### config.mk
export PLATFORM = sky130hd
export DESIGN_NAME = bouncing_box_test_pattern
export DESIGN_NICKNAME = d
export VERILOG_FILES = /design/src/hdl/bbtp_pkg.sv /design/src/hdl/bbtp_motion.sv /design/src/hdl/bbtp_shade.sv /design/src/hdl/bouncing_box_test_pattern.sv
export SDC_FILE = /design/constraint.sdc
export NUM_CORES = 1
export LEC_CHECK = 0
export BUFFER_PORTS_ARGS = -buffer_cell sky130_fd_sc_hd__buf_2
export CORE_ASPECT_RATIO = 2
export CORE_UTILIZATION = 46
export CTS_CLUSTER_DIAMETER = 120
export DETAILED_ROUTE_END_ITERATION = 16
export PLACE_DENSITY = 0.6
export SLEW_MARGIN = 20
export SYNTH_ARGS = -nofsm -noshare
export SYNTH_HDL_FRONTEND = slang
export SYNTH_SLANG_ARGS = --single-unit
### constraint.sdc
create_clock -name clk -period 10.5 [get_ports clk]
set_input_delay 0.525 -clock clk [delete_from_list [all_inputs] [get_ports clk]]
set_output_delay 0.525 -clock clk [all_outputs]
set_load 0.05 [all_outputs]
### src/hdl/bbtp_pkg.sv
package bbtp_pkg;

  localparam int COORD_W  = 12;
  localparam int COLOR_W  = 8;
  localparam int CFG_IDX_W = 4;

  // Fraction bits of the reciprocal used for the gradient divide; exact for
  // box sizes below 1024 and numerators below 2**18.
  localparam int DIV_SHIFT = 28;

  localparam int DEF_BOX_WIDTH  = 140;
  localparam int DEF_BOX_HEIGHT = 140;
  localparam int DEF_STEP       = 20;

  localparam logic [COORD_W-1:0] FRAME_WIDTH_RESET  = 12'd800;
  localparam logic [COORD_W-1:0] FRAME_HEIGHT_RESET = 12'd600;
  localparam logic [COORD_W-1:0] COORD_MAX          = 12'hfff;
  localparam logic [COLOR_W-1:0] COLOR_FULL         = 8'hff;

  localparam logic [CFG_IDX_W-1:0] CFG_FRAME_WIDTH  = 4'd0;
  localparam logic [CFG_IDX_W-1:0] CFG_FRAME_HEIGHT = 4'd1;

  typedef struct packed {
    logic [COORD_W-1:0] x;
    logic [COORD_W-1:0] y;
  } box_state_t;

  typedef struct packed {
    logic [COLOR_W-1:0] red;
    logic [COLOR_W-1:0] green;
    logic [COLOR_W-1:0] blue;
    logic               last;
  } pixel_t;

endpackage

### src/hdl/bbtp_motion.sv
module bbtp_motion
  import bbtp_pkg::*;
#(
  parameter int BOX_WIDTH  = DEF_BOX_WIDTH,
  parameter int BOX_HEIGHT = DEF_BOX_HEIGHT,
  parameter int STEP       = DEF_STEP
) (
  input  logic               clk,
  input  logic               rst,
  input  logic               move,
  input  logic [COORD_W-1:0] frame_width,
  input  logic [COORD_W-1:0] frame_height,
  output box_state_t         box
);

  typedef struct packed {
    logic [COORD_W-1:0] pos;
    logic               neg;
  } axis_t;

  logic  dir_x_negative;
  logic  dir_y_negative;
  axis_t axis_x_next;
  axis_t axis_y_next;

  function automatic axis_t move_axis(input logic [COORD_W-1:0] pos, input logic neg,
                                      input logic [COORD_W-1:0] box_size,
                                      input logic [COORD_W-1:0] span);
    logic [COORD_W:0]   sum;
    logic [COORD_W-1:0] p;
    logic [COORD_W+1:0] reach;
    axis_t              res;
    if (neg) begin
      p = (pos < COORD_W'(STEP)) ? '0 : pos - COORD_W'(STEP);
    end else begin
      sum = {1'b0, pos} + (COORD_W + 1)'(STEP);
      p   = sum[COORD_W] ? COORD_MAX : sum[COORD_W-1:0];
    end
    reach   = {2'b00, p} + {2'b00, box_size};
    res.pos = p;
    // flip once if either edge is reached
    res.neg = (reach >= {2'b00, span} || p == '0) ? !neg : neg;
    return res;
  endfunction

  always_comb begin
    axis_x_next = move_axis(box.x, dir_x_negative, COORD_W'(BOX_WIDTH), frame_width);
    axis_y_next = move_axis(box.y, dir_y_negative, COORD_W'(BOX_HEIGHT), frame_height);
  end

  always_ff @(posedge clk) begin
    if (rst) begin
      box            <= '0;
      dir_x_negative <= 1'b0;
      dir_y_negative <= 1'b0;
    end else if (move) begin
      box.x          <= axis_x_next.pos;
      box.y          <= axis_y_next.pos;
      dir_x_negative <= axis_x_next.neg;
      dir_y_negative <= axis_y_next.neg;
    end
  end

endmodule

### src/hdl/bbtp_shade.sv
module bbtp_shade
  import bbtp_pkg::*;
#(
  parameter int BOX_WIDTH  = DEF_BOX_WIDTH,
  parameter int BOX_HEIGHT = DEF_BOX_HEIGHT
) (
  input  logic [COORD_W-1:0] pixel_x,
  input  logic [COORD_W-1:0] pixel_y,
  input  logic [COORD_W-1:0] frame_width,
  input  logic [COORD_W-1:0] frame_height,
  input  box_state_t         box,
  output pixel_t             pixel
);

  localparam int DX_W = $clog2(BOX_WIDTH);
  localparam int DY_W = $clog2(BOX_HEIGHT);
  localparam int NX_W = DX_W + COLOR_W;
  localparam int NY_W = DY_W + COLOR_W;
  localparam longint unsigned RECIP_X =
    ((64'd1 << DIV_SHIFT) + 64'(BOX_WIDTH) - 64'd1) / 64'(BOX_WIDTH);
  localparam longint unsigned RECIP_Y =
    ((64'd1 << DIV_SHIFT) + 64'(BOX_HEIGHT) - 64'd1) / 64'(BOX_HEIGHT);
  localparam int RX_W = $clog2(RECIP_X + 1);
  localparam int RY_W = $clog2(RECIP_Y + 1);
  localparam int PX_W = NX_W + RX_W;
  localparam int PY_W = NY_W + RY_W;

  logic [COORD_W:0]   dx_full;
  logic [COORD_W:0]   dy_full;
  logic               in_frame;
  logic               in_box;
  logic [DX_W-1:0]    dx;
  logic [DY_W-1:0]    dy;
  logic [NX_W-1:0]    nx;
  logic [NY_W-1:0]    ny;
  logic [PX_W-1:0]    prod_x;
  logic [PY_W-1:0]    prod_y;
  logic [COLOR_W-1:0] grad_r;
  logic [COLOR_W-1:0] grad_g;
  logic [COORD_W:0]   x_plus;
  logic [COORD_W:0]   y_plus;

  always_comb begin
    in_frame = (pixel_x < frame_width) && (pixel_y < frame_height);
    dx_full  = {1'b0, pixel_x} - {1'b0, box.x};
    dy_full  = {1'b0, pixel_y} - {1'b0, box.y};
    in_box   = in_frame
             && !dx_full[COORD_W] && (dx_full[COORD_W-1:0] < COORD_W'(BOX_WIDTH))
             && !dy_full[COORD_W] && (dy_full[COORD_W-1:0] < COORD_W'(BOX_HEIGHT));
    dx       = dx_full[DX_W-1:0];
    dy       = dy_full[DY_W-1:0];
    // offset * 255 as a shift and subtract
    nx       = {dx, COLOR_W'(0)} - NX_W'(dx);
    ny       = {dy, COLOR_W'(0)} - NY_W'(dy);
    // divide by the box size through a rounded-up reciprocal
    prod_x   = PX_W'(nx) * PX_W'(RECIP_X);
    prod_y   = PY_W'(ny) * PY_W'(RECIP_Y);
    grad_r   = prod_x[DIV_SHIFT +: COLOR_W];
    grad_g   = prod_y[DIV_SHIFT +: COLOR_W];

    pixel.red   = in_box ? grad_r : COLOR_FULL;
    pixel.green = in_box ? grad_g : COLOR_FULL;
    pixel.blue  = in_box ? COLOR_FULL - grad_r : COLOR_FULL;

    x_plus      = {1'b0, pixel_x} + (COORD_W + 1)'(1);
    y_plus      = {1'b0, pixel_y} + (COORD_W + 1)'(1);
    pixel.last  = in_frame && x_plus == {1'b0, frame_width}
               && y_plus == {1'b0, frame_height};
  end

endmodule

### src/hdl/bouncing_box_test_pattern.sv
// Channel   Direction  Transaction             Fields (tdata / tuser / tlast)
// s_axis    in         one pixel coordinate    tdata: pixel_x, pixel_y
// m_axis    out        one RGBA pixel          tdata: red, green, blue, alpha
//                                              tlast: frame_done
// cfg       in         one register write      cfg_index, cfg_data
//
// One pixel per cycle sustained while the output is not stalled; each pixel
// passes from input to output through an input register, then the shade
// logic with its reciprocal multiply into the output register.
// rst is synchronous; it clears the valid flags, box position and directions
// and sets the frame size registers to 800 x 600.
// A stalled output holds its pixel; the input register keeps taking a new
// pixel in the cycle the output one is taken.
module bouncing_box_test_pattern
  import bbtp_pkg::*;
#(
  parameter int BOX_WIDTH  = DEF_BOX_WIDTH,
  parameter int BOX_HEIGHT = DEF_BOX_HEIGHT,
  parameter int STEP       = DEF_STEP
) (
  input  logic                 clk,
  input  logic                 rst,
  input  logic                 s_tvalid,
  output logic                 s_tready,
  input  logic [23:0]          s_tdata,    // pixel_x[11:0], pixel_y[23:12]
  output logic                 m_tvalid,
  input  logic                 m_tready,
  output logic [31:0]          m_tdata,    // red[7:0], green[15:8], blue[23:16], alpha[31:24]
  output logic                 m_tlast,    // frame_done
  input  logic                 cfg_valid,
  output logic                 cfg_ready,
  input  logic [CFG_IDX_W-1:0] cfg_index,
  input  logic [COORD_W-1:0]   cfg_data
);

  logic [COORD_W-1:0] frame_width;
  logic [COORD_W-1:0] frame_height;
  logic               s1_valid;
  logic [COORD_W-1:0] s1_x;
  logic [COORD_W-1:0] s1_y;
  logic               advance;
  logic               done_fire;
  box_state_t         box;
  pixel_t             pixel;
  pixel_t             out_pixel;

  assign cfg_ready = 1'b1;
  assign advance   = s1_valid && (!m_tvalid || m_tready);
  assign s_tready  = !s1_valid || advance;
  assign done_fire = advance && pixel.last;

  always_ff @(posedge clk) begin
    if (rst) begin
      frame_width  <= FRAME_WIDTH_RESET;
      frame_height <= FRAME_HEIGHT_RESET;
    end else if (cfg_valid && cfg_ready) begin
      case (cfg_index)
        CFG_FRAME_WIDTH:  frame_width  <= cfg_data;
        CFG_FRAME_HEIGHT: frame_height <= cfg_data;
        default: ;
      endcase
    end
  end

  always_ff @(posedge clk) begin
    if (rst) begin
      s1_valid <= 1'b0;
    end else if (s_tready) begin
      s1_valid <= s_tvalid;
    end
    if (s_tvalid && s_tready) begin
      s1_x <= s_tdata[11:0];
      s1_y <= s_tdata[23:12];
    end
  end

  always_ff @(posedge clk) begin
    if (rst) begin
      m_tvalid <= 1'b0;
    end else if (!m_tvalid || m_tready) begin
      m_tvalid <= s1_valid;
    end
    if (advance) begin
      out_pixel <= pixel;
    end
  end

  assign m_tdata = {COLOR_FULL, out_pixel.blue, out_pixel.green, out_pixel.red};
  assign m_tlast = out_pixel.last;

  bbtp_shade #(
    .BOX_WIDTH  (BOX_WIDTH),
    .BOX_HEIGHT (BOX_HEIGHT)
  ) u_shade (
    .pixel_x      (s1_x),
    .pixel_y      (s1_y),
    .frame_width  (frame_width),
    .frame_height (frame_height),
    .box          (box),
    .pixel        (pixel)
  );

  // advance the box as the last pixel of the frame leaves the input register
  bbtp_motion #(
    .BOX_WIDTH  (BOX_WIDTH),
    .BOX_HEIGHT (BOX_HEIGHT),
    .STEP       (STEP)
  ) u_motion (
    .clk          (clk),
    .rst          (rst),
    .move         (done_fire),
    .frame_width  (frame_width),
    .frame_height (frame_height),
    .box          (box)
  );

`ifndef SYNTHESIS
  a_blue_complements_red: assert property (@(posedge clk) disable iff (rst)
    m_tvalid && (m_tdata[7:0] != COLOR_FULL) |-> m_tdata[23:16] == COLOR_FULL - m_tdata[7:0])
    else $error("blue is not the complement of red inside the box");

  a_box_moves_on_done: assert property (@(posedge clk) disable iff (rst)
    !$stable(box) |-> $past(done_fire))
    else $error("box moved without a frame-done transaction");

  a_stage_holds: assert property (@(posedge clk) disable iff (rst)
    s1_valid && !advance |=> s1_valid && $stable(s1_x) && $stable(s1_y))
    else $error("input register lost a stalled pixel");

  a_done_in_frame: assert property (@(posedge clk) disable iff (rst)
    advance && pixel.last |-> (s1_x < frame_width) && (s1_y < frame_height))
    else $error("frame done raised outside the frame");
`endif

endmodule
== Yosys cells after proc, flatten, opt, wreduce, memory -nomap -nowiden ==
Index checks and enable logic that the tools add are counted.
Operators by class
  $add $sub $neg: 13
  multiply operators: 2
  magnitude comparators: 8
  equal/unequal tests: 3
  mux-type cells: 6
  reductions and logical operators: 27
Operators with widths (count)
  16-bit by 21-bit multiplier with 36-bit output (second input constant): 2
  12-bit 2-to-1 mux: 6
  16-bit by 8-bit subtractor with 16-bit output: 2
  14-bit by 12-bit >= comparator with 1-bit output: 2
  12-bit by 1-bit adder with 13-bit output (second input constant): 2
  12-bit by 5-bit adder with 13-bit output (second input constant): 2
  12-bit by 8-bit adder with 13-bit output (second input constant): 2
  13-bit by 12-bit == test with 1-bit output: 2
  12-bit by 12-bit subtractor with 13-bit output: 2
  12-bit logical NOT: 2
  12-bit < comparator: 2
  12-bit by 5-bit < comparator with 1-bit output (second input constant): 2
  12-bit by 8-bit < comparator with 1-bit output (second input constant): 2
  12-bit by 5-bit subtractor with 12-bit output (second input constant): 2
  1-bit logical AND: 10
  2-bit AND reduction: 4
  8-bit subtractor (first input constant): 1
  1-bit logical NOT: 6
  4-bit by 1-bit == test with 1-bit output (second input constant): 1
  4-bit logical NOT: 1
  1-bit logical OR: 4
Storage, ports and cells
  bits in registers: 101

== Depth between registers and ports, before layout ==
  depth in word-level cells: 7
  mapped depth: 35

== Modules after synthesis ==
Synthesis repeated with hierarchy kept, for this count alone.
Second synthesis, totals
  cell total of the unflattened synthesis: 2093
  area total of the unflattened synthesis: 18564.1 sq um
Modules (own cells, without submodules)
  bbtp_shade: times used 1, cells each 1502, area each 12801.0 sq um, sequential area each 0.0 sq um
  bbtp_motion: times used 1, cells each 419, area each 3089.2 sq um, sequential area each 520.5 sq um
  bouncing_box_test_pattern: times used 1, cells each 172, area each 2673.8 sq um, sequential area each 1991.9 sq um

== Worst setup path after synthesis ==
OpenSTA, ideal clock, no wires.
  kind: register to register
  start: register s1_x[1]
  end: register out_pixel, in the netlist m_tdata[7] (data pin)
  setup time: 0.259 ns
  arrival time: 7.831 ns
  required time: 10.241 ns
  setup slack: 2.410 ns
  stages on the path, launching flop included: 24
  buffers on the path: 0
  clock period less this slack: 8.090 ns
  cell sequence: edfxtp_1 -> ha_1 -> nor2b_1 -> o31a_1 -> o41a_1 -> xnor2_1 -> and4_1 -> nand2_1 -> xnor2_1 -> fa_1 -> fa_1 -> inv_1 -> fa_1 -> fa_1 -> fa_1 -> fa_1 -> ha_1 -> a211oi_1 -> nand3_1 -> a311oi_1 -> nor3_1 -> a2111oi_0 -> xnor2_1 -> nand2b_1
Between the ends
  word-level cells in the longest chain between the ends: 6
  elaborated cells on any way between the ends: 11
  classes of those cells: 2 x add/sub; 1 x mul; 2 x order compare; 6 x reduce/logical
RTL lines
  from (decl): RTL line bouncing_box_test_pattern.sv:39  | logic [COORD_W-1:0] s1_x;
  from (signal assigned): RTL line bouncing_box_test_pattern.sv:72  | s1_x <= s_tdata[11:0];
  parallel branches: the longest is 6 deep, another holds 16-bit by 21-bit multiplier with 36-bit output
  to (signal assigned): RTL line bouncing_box_test_pattern.sv:84  | out_pixel <= pixel;
  to (decl): RTL line bouncing_box_test_pattern.sv:45  | pixel_t out_pixel;
Several ways; the timed one is not identified.
A chain may end at the register's enable or synchronous reset.

== Final worst setup path ==
  start: register u_motion.box[2] (netlist name)
  end: register out_pixel, in the netlist m_tdata[15] (data pin)
Between the ends
  word-level cells in the longest chain between the ends: 4
  elaborated cells on any way between the ends: 7
  classes of those cells: 2 x add/sub; 1 x mul; 1 x order compare; 3 x reduce/logical
RTL lines
  12-bit by 12-bit subtractor with 13-bit output (*): RTL line bbtp_shade.sv:46  | dy_full = {1'b0, pixel_y} - {1'b0, box.y};
  parallel branches: the longest is 3 deep, another holds 16-bit by 21-bit multiplier with 36-bit output
Mark *: on every way between the ends.

==> insert_results.sql <==
INSERT INTO impl_metrics (metric_group, metric, value, unit) VALUES
('placement', 'placement.setup.worst_slack', '0.981', 'ns'),
('finish', 'most-common-layout-cells', 'inv_1, ha_1, fa_1', ''),
('synth', 'async_reset_ff_frac', '0', ''),
('critical_path', 'worst_setup_path_end_kind', 'register', ''),
('cts', 'clk_pin_slew_worst_paths', '0.10', 'ns'),
('grt', 'global_route.overflow_total', '0', ''),
('synth', 'mappedNetlistArea', '18100', 'µm²'),
('timing', 'final-setup-viol-count', '0', ''),
('job', 'number_of_max_cap_violations', '0', ''),
('floorplanning', 'design.core.area', '38700', 'µm²'),
('synth', 'synth_warnings', '0', ''),
('floorplanning', 'die_height', '282', 'µm'),
('critical_path', 'cpLargestDelayFamily', 'adder cells', ''),
('critical_path', 'cp-start-kind', 'register', ''),
('worst_hold_path', 'hold_endpoint', 's1_x[11]', ''),
('cts', 'cell_at_the_root_of_the_clock_tree', 'clkbuf_16', ''),
('critical_path', 'worst-path-max-fanout', '9', ''),
('synth', 'netlist_instances', '2021', ''),
('critical_path', 'slowest_library_cell_on_the_worst_path', 'a2111oi_0', ''),
('grt', 'grt.total_usage', '0.271', ''),
('worst_hold_path', 'holdCritStartpoint', 's_tdata[11]', ''),
('finish', 'areaGrowthSynthToFinish', '6.54', '%'),
('timing', 'period_share', '0.907', ''),
('critical_path', 'cp_peak_stage_delay', '0.73', 'ns'),
('placement', 'dp_hpwl', '45100', 'µm'),
('timing', 'final.setup_skew', '0.0298', 'ns'),
('floorplanning', 'num_rows', '102', ''),
('floorplanning', 'io_pins', '81', ''),
('placement', 'port-buffer-count', '71', ''),
('synth', 'synth-edff-count', '49', ''),
('worst_hold_path', 'hold_path_depth', '1', ''),
('critical_path', 'worst-r2r-cell-count', '30', ''),
('synth', 'yosys_most_used_dff', 'dfxtp_1', ''),
('floorplanning', 'initial_core_util', '0.467', ''),
('finish', 'antenna_cells', '0', ''),
('placement', 'placedInstanceArea', '18900', 'µm²'),
('synth', 'yosysUniqueCellTypes', '91', ''),
('cts', 'tritoncts.num_buffers', '9', ''),
('timing', 'final_hold_viol_count', '0', ''),
('critical_path', 'worst_r2r_startpoint', 'u_motion.box[2]', ''),
('finish', 'finish.instance_area', '19200', 'µm²'),
('critical_path', 'critical_path.n_buffers_inverters', '6', ''),
('detailed_routing', 'routed_wl', '52200', 'µm'),
('timing', 'report.final.slew_viol_count', '0', ''),
('timing', 'setup_repair_after_global_routing_missed_its_margin', 'no', ''),
('timing', 'totalNegativeSetupSlack', '0', 'ns'),
('detailed_routing', 'dr_total_vias', '14400', ''),
('timing', 'final.min_clock_period', '9.53', 'ns'),
('critical_path', 'cp_data_required_time', '10.59', 'ns'),
('critical_path', 'worstPathArrival', '9.62', 'ns'),
('synth', 'synth_sequential_area_ratio', '0.139', ''),
('grt', 'grt_antenna_before_repair', '1', ''),
('cts', 'clock_insertion_delay_worst_skew', '0.40', 'ns'),
('detailed_routing', 'detail-route-antenna-nets', '0', ''),
('finish', 'register_area', '2510', 'µm²'),
('finish', 'layout.nets', '2633', ''),
('finish', 'multiInputGateArea', '13700', 'µm²'),
('finish', 'final_layout_size_suffix_gt1_frac', '0.0650', ''),
('cts', 'ctsHtreeMaxLevel', '3', ''),
('cts', 'post-cts-setup-buffers', '0', ''),
('grt', 'largest_net_degree_at_the_start_of_global_routing', '55', ''),
('cts', 'clock_tree_from_tritoncts', 'yes', ''),
('cts', 'holdBufCountCts', '0', ''),
('detailed_routing', 'total_drc_errors_in_the_routed_layout', '0', ''),
('critical_path', 'reg2reg_slack', '0.97', 'ns'),
('cts', 'cts_resized', '0', ''),
('grt', 'first_global_vias', '15300', ''),
('detailed_routing', 'firstDrtPassIters', '5', ''),
('run_status', 'outcome', 'finished, final reports clean', ''),
('critical_path', 'critical-path-top-cell-by-count', 'inv_1', ''),
('detailed_routing', 'wl_per_cell', '20.1', 'µm');
==> worst max-delay path by stage <==
stage                   to  slack, ns            start  depth (start not counted)
6_report       m_tdata[15]       0.97  u_motion.box[2]                         30
5_1_grt        m_tdata[15]       0.54  u_motion.box[3]                         30
4_1_cts        m_tdata[15]       0.94          s1_y[3]                         29
3_5_place_dp   m_tdata[15]       0.98          s1_y[2]                         29
3_3_place_gp   m_tdata[15]       1.07          s1_y[3]                         29
2_1_floorplan   m_tdata[7]       2.41          s1_x[1]                         23
==> cells in the mapped netlist, types with 24 or more instances <==
library cell,count,share of area
nand2_1,89,0.019
a21oi_1,100,0.028
nor3_1,38,0.011
a31oi_1,24,0.0083
fa_1,180,0.20
inv_1,420,0.087
xnor2_1,67,0.033
nand3_1,36,0.010
nand2b_1,26,0.0090
dfxtp_1,52,0.058
nor2_1,112,0.023
ha_1,337,0.23
a21o_1,31,0.013
clkbuf_1,31,0.0064
edfxtp_1,49,0.081
xor2_1,28,0.014
mux2i_1,32,0.018
o21ai_0,73,0.020
==> kinds of logic (layout without fill, tap and decap cells) <==
logic type	count (synthesis)	after routing	synth area share
buffers and inverters	475	522	0.105
xor gates and xnor gates	95	95	0.0461
AOI/OAI and AO/OA	358	358	0.130
muxes	35	35	0.0198
adders and majority gates	517	517	0.433
DFF	101	101	0.139
other	1	9	0.000208
and+or+nand+nor	439	439	0.127
==> area by class of cell <==
type / count / share of cell area
timing repair buffer: 85 / 0.0239
multi-input combinational: 1453 / 0.713
inverter: 421 / 0.0822
tap: 520 / 0.0338
clock buffer: 9 / 0.0117
sequential: 101 / 0.131
clock inverter: 7 / 0.00475
==> flip-flops by register name, summed over array words and instances, names as in the netlist <==
signal                   flops
u_motion.dir_x_negative      1
u_motion.box                24
s1_y                        12
s1_x                        12
frame_width                 12
m_tlast                      1
m_tdata                     24
m_tvalid                     1
s1_valid                     1
u_motion.dir_y_negative      1
frame_height                12
==> layer usage <==
metal	track usage	wire length (µm)	vias up
met5	0	0	-
met4	0.188	3860	0
met3	0.0205	1080	157
met2	0.553	30000	318
met1	0.245	17300	7078
li1	-	-	6894
==> metrics by stage <==
step / hold slack (ns) / instances
2_1_floorplan: 0.478 / 2029
3_3_place_gp: 0.505 / 2580
3_5_place_dp: 0.513 / 2580
4_1_cts: 0.286 / 2596
5_1_grt: 0.293 / 2596
6_report: 0.302 / 2596
Power is left out: the tool's default activity adds up to more than one toggle a clock period on the data nets, which glitch-free logic cannot reach.
